<file path="src/rtl/xxh64_stream_hash_macros.svh">
// ----------------------------------------------------------------------------
// xxh64_stream_hash_macros.svh
// Assertion macros shared by the hash block.
// ----------------------------------------------------------------------------
`ifndef XXH64_STREAM_HASH_MACROS_SVH
`define XXH64_STREAM_HASH_MACROS_SVH

// same-cycle implication
`define XXH_ASSERT_NOW(label, ante, cons) \
    label: assert property (@(posedge aclk) disable iff (!aresetn) (ante) |-> (cons)) \
        else $error("xxh64 assertion failed");

// next-cycle implication
`define XXH_ASSERT_NEXT(label, ante, cons) \
    label: assert property (@(posedge aclk) disable iff (!aresetn) (ante) |=> (cons)) \
        else $error("xxh64 assertion failed");

`endif

</file>
<file path="src/rtl/xxh_pkg.sv">
// ----------------------------------------------------------------------------
// xxh_pkg
// Constants, types and helper functions of the XXH64 hash block.
// ----------------------------------------------------------------------------
package xxh_pkg;

    localparam logic [63:0] PRIME1 = 64'h9E3779B185EBCA87;
    localparam logic [63:0] PRIME2 = 64'hC2B2AE3D27D4EB4F;
    localparam logic [63:0] PRIME3 = 64'h165667B19E3779F9;
    localparam logic [63:0] PRIME4 = 64'h85EBCA77C2B2AE63;
    localparam logic [63:0] PRIME5 = 64'h27D4EB2F165667C5;

    localparam logic REG_SEED = 1'b0;

    typedef struct packed {
        logic        start;
        logic [63:0] a;
        logic [63:0] b;
    } mul_req_t;

    typedef struct packed {
        logic        busy;
        logic        done;
        logic [63:0] prod;
    } mul_rsp_t;

    function automatic logic [63:0] rotl(input logic [63:0] x, input int r);
        rotl = (x << r) | (x >> (64 - r));
    endfunction

    function automatic logic [63:0] mask_bytes(input logic [63:0] x, input logic [3:0] n);
        logic [63:0] m;
        m = '0;
        for (int i = 0; i < 8; i++) begin
            if (4'(i) < n) begin
                m[i*8 +: 8] = 8'hFF;
            end
        end
        mask_bytes = x & m;
    endfunction

endpackage

</file>
<file path="src/rtl/xxh_mul.sv">
// ----------------------------------------------------------------------------
// xxh_mul
// Shared 64x64 multiplier, low 64 bits of the product, built from one
// 32x32 multiplier in three steps.
// ----------------------------------------------------------------------------
module xxh_mul (
    input  logic              aclk,
    input  logic              aresetn,
    input  xxh_pkg::mul_req_t req,
    output xxh_pkg::mul_rsp_t rsp
);
    import xxh_pkg::*;

    logic [63:0] a_reg, b_reg, acc_reg;
    logic [1:0]  step_reg;
    logic        busy_reg, done_reg;
    logic [31:0] ma, mb;
    logic [63:0] pp;

    always_comb begin
        unique case (step_reg)
            2'd0: begin
                ma = a_reg[31:0];
                mb = b_reg[31:0];
            end
            2'd1: begin
                ma = a_reg[31:0];
                mb = b_reg[63:32];
            end
            default: begin
                ma = a_reg[63:32];
                mb = b_reg[31:0];
            end
        endcase
        pp = {32'd0, ma} * {32'd0, mb};
    end

    always_ff @(posedge aclk) begin
        if (!aresetn) begin
            busy_reg <= 1'b0;
            done_reg <= 1'b0;
            step_reg <= 2'd0;
        end else begin
            done_reg <= 1'b0;
            if (req.start) begin
                busy_reg <= 1'b1;
                step_reg <= 2'd0;
            end else if (busy_reg) begin
                if (step_reg == 2'd2) begin
                    busy_reg <= 1'b0;
                    done_reg <= 1'b1;
                    step_reg <= 2'd0;
                end else begin
                    step_reg <= step_reg + 2'd1;
                end
            end
        end
    end

    always_ff @(posedge aclk) begin
        if (req.start) begin
            a_reg <= req.a;
            b_reg <= req.b;
        end else if (busy_reg) begin
            if (step_reg == 2'd0) begin
                acc_reg <= pp;
            end else begin
                acc_reg[63:32] <= acc_reg[63:32] + pp[31:0];
            end
        end
    end

    assign rsp.busy = busy_reg;
    assign rsp.done = done_reg;
    assign rsp.prod = acc_reg;

endmodule

</file>
<file path="config.mk">
export PLATFORM = sky130hd
export DESIGN_NAME = xxh_mul
export DESIGN_NICKNAME = d
export VERILOG_FILES = /design/src/rtl/xxh64_stream_hash_macros.svh /design/src/rtl/xxh_pkg.sv /design/src/rtl/xxh_mul.sv
export SDC_FILE = /design/constraint.sdc
export NUM_CORES = 2
export LEC_CHECK = 0
export ABC_AREA = 1
export BUFFER_PORTS_ARGS = -buffer_cell sky130_fd_sc_hd__buf_2
export CAP_MARGIN = 0
export CORE_MARGIN = 2
export CORE_UTILIZATION = 60
export DETAILED_ROUTE_END_ITERATION = 8
export GPL_ROUTABILITY_DRIVEN = 0
export PLACE_DENSITY = 0.78
export SLEW_MARGIN = 20
export SYNTH_ARGS = -nofsm -noshare
export SYNTH_HDL_FRONTEND = slang
export SYNTH_SLANG_ARGS = --single-unit
</file>
<file path="constraint.sdc">
create_clock -name aclk -period 21.4 [get_ports aclk]
set_clock_uncertainty 0.1 [all_clocks]
set_input_delay 3.21 -clock aclk [delete_from_list [all_inputs] [get_ports aclk]]
set_output_delay 3.21 -clock aclk [all_outputs]
set_load 0.02 [all_outputs]
</file>
==> impl_metrics.yaml <==
clocking:
  postCtsSetupBuffers: 0
  ctsResizeCount: 0
  htreeDepth: 4
  clk_latency_ns: 0.52
  root_buffer: "clkbuf_16"
  cts_tree: "yes"
  cts.sink_count: 196
  clk_pin_slew_ns: 0.09
  cts_made_buffers: 17
  hold_buffers: 0
  cts_buffer_depth: 2
synth:
  yosys-top-cells-count: "inv_1, nand2_1, fa_1"
  syn_avg_cell_area_um2: 8.66
  synth_area_mm2: 0.0423
  netlist.area_leader.share_pct: 42.4
  synth-edff-count: 192
  netlist_top_cells_area: "fa_1, edfxtp_1, inv_1"
  synth-seq-cells: 196
  synth_flop_cell: "edfxtp_1"
  synth_cells: 4888
  async_reset_ff_share_pct: 0
  ys_seq_area_share_pct: 13.8
  synth_top_area_cell: "fa_1"
  synth.distinct_cells: 46
  synth.most_common_cell: "inv_1"
  ys_warn_count: 0
  syn_nets: 6211
setup_path:
  critPathCaptureType: "flip-flop"
  slowest_stage: "inv_1"
  worst_path_largest_cell_delay_ns: 0.60
  critPathMaxFanout: 33
  worstPathArrival_ns: 10.76
  cpMostUsedCell: "fa_1"
  crit_required_ns: 21.57
  worst-setup-path-type: "reg2reg"
  crit_path_start_kind: "flip-flop"
placement:
  io_buffers: 196
  hpwl_mm: 106
sta:
  finalMaxSlewViolations: 0
  rsz0062_at_grt: "false"
  period_needed_ns: 10.59
  final.setup.tns_ns: 0
  hold_viol: 0
  setup_viol: 0
  tightest_slew_ns: 1.24
  period_share_pct: 49.5
  max-slew-margin-rel_pct: 17.1
  fmax_mhz: 94.4
global_route:
  grt_overflow_total: 0
  grt_pass1_vias: 36900
  gr-usage-all-layers_pct: 38.1
  grt_max_degree: 85
  grt_pass1_wl_mm: 210
  antenna_found_initial: 2
routing:
  wl_mm: 135
  drcViolationCount: 20
  firstDrtPassIters: 9
  post_drt_wl_per_cell_um: 22.8
  avgViaCountPerCell: 5.92
  drt_iter0_markers: 4167
  vias: 35100
  antenna_left: 0
hold_path:
  hp-class: "reg2reg"
layout:
  areaGrowthSynthToFinish_pct: 5.50
  drive_above_1_share_pct: 9.04
  nNetsFinal: 6300
floorplan:
  placementRows: 97
  start_util_pct: 60.6
  io_pins: 197
  die_h_um: 270
  die_w_um: 270
  dieArea_mm2: 0.0727
  core_area_mm2: 0.0699
job:
  drv_cap: 0
run_status:
  failed_checks: "DRC"
  run_status: "complete, but fails checks"
## cells by family (layout without fill, tap and decap cells)
family                   after synthesis  count (layout)  share of synthesized area (%)
adder cells (fa/ha/maj)             1192            1192                           51.1
AND/OR/NAND/NOR                     1830            1830                           17.3
AO/OA/AOI/OAI                        328             328                           4.72
XOR/XNOR                              39              39                          0.807
other                                  0               4                              0
buffers and inverters               1303            1405                           12.2
flip-flops                           196             196                           13.8
## routing by layer
| layer | global-route usage [%] | part of all wire, % |
|---|---|---|
| met1 | 46.9 | 34 |
| met2 | 56.9 | 43 |
| met3 | 14.6 | 15 |
| met4 | 23.6 | 8.1 |
| met5 | 0 | 0.088 |
## per-stage QoR
step	hold slack (ns)	worst slack (ns)	utilization, %	std cells	instance area, um^2
3_5_place_dp	0.425	11.05	63.0	5896	44000
5_1_grt	0.472	10.30	63.9	5931	44700
6_report	0.438	10.81	63.9	5934	44700
3_3_place_gp	0.411	11.13	63.0	5896	44000
2_1_floorplan	0.367	13.25	-	4888	42300
4_1_cts	0.436	10.94	63.8	5928	44600
## final timing paths
kind               start          end  slack, ns  depth (start not counted)
min reg2reg  step_reg[0]  step_reg[0]       0.44                          2
min          step_reg[0]  step_reg[0]       0.44                          2
max reg2reg  step_reg[0]  acc_reg[63]      10.81                         38
max          step_reg[0]  acc_reg[63]      10.81                         38
## worst max-delay path: cells and delay by family, from the launching register on
kind	cells	cell delay, ns
fa+ha+maj	10	4.68
simple gates	12	1.78
buf+inv	11	2.12
flops	1	0.42
xor+xnor	1	0.42
compound gates	4	0.81
## layout by cell type, fill, tap and decap left out, types with 3 or more instances in the layout
cell type  netlist  layout
inv_1         1085    1084
nand2_1       1013    1013
fa_1           897     897
nor2_1         598     596
ha_1           295     295
buf_2          121     195
edfxtp_1       192     192
a21oi_1        129     129
nand3_1        106     106
o21ai_0         84      72
buf_4           19      47
o21ai_2         29      41
inv_2           38      38
or2_2           38      38
xor2_1          31      31
o21ai_1         26      23
o21bai_1        19      19
clkbuf_16        0      17
nand4_1         15      15
o21ai_4          9      12
nor2_2          13      12
nor3_1          12      12
a21o_1          11      11
nand2_2          9       9
nand3b_1         9       9
xnor2_1          8       8
nor2_4           3       6
a21oi_2          6       6
clkinv_1         5       6
o21a_1           6       6
nand3_2          5       5
clkinv_8         0       5
diode_2          0       4
a21boi_0         4       4
dfxtp_1          4       3
clkinv_4         0       3
## layout make-up
class	instances	area [um^2]
clock buffers	19	433
multi-input cells	3389	31400
inverters	1128	4230
clock inverters	13	149
flip-flops and latches	196	5850
well taps	940	1180
diodes	4	10.0
repair buffers	245	1390
fillers	5713	25200
Power is not shown: default switching activity piles up to over one toggle a cycle in this logic, so the estimate is an artifact.
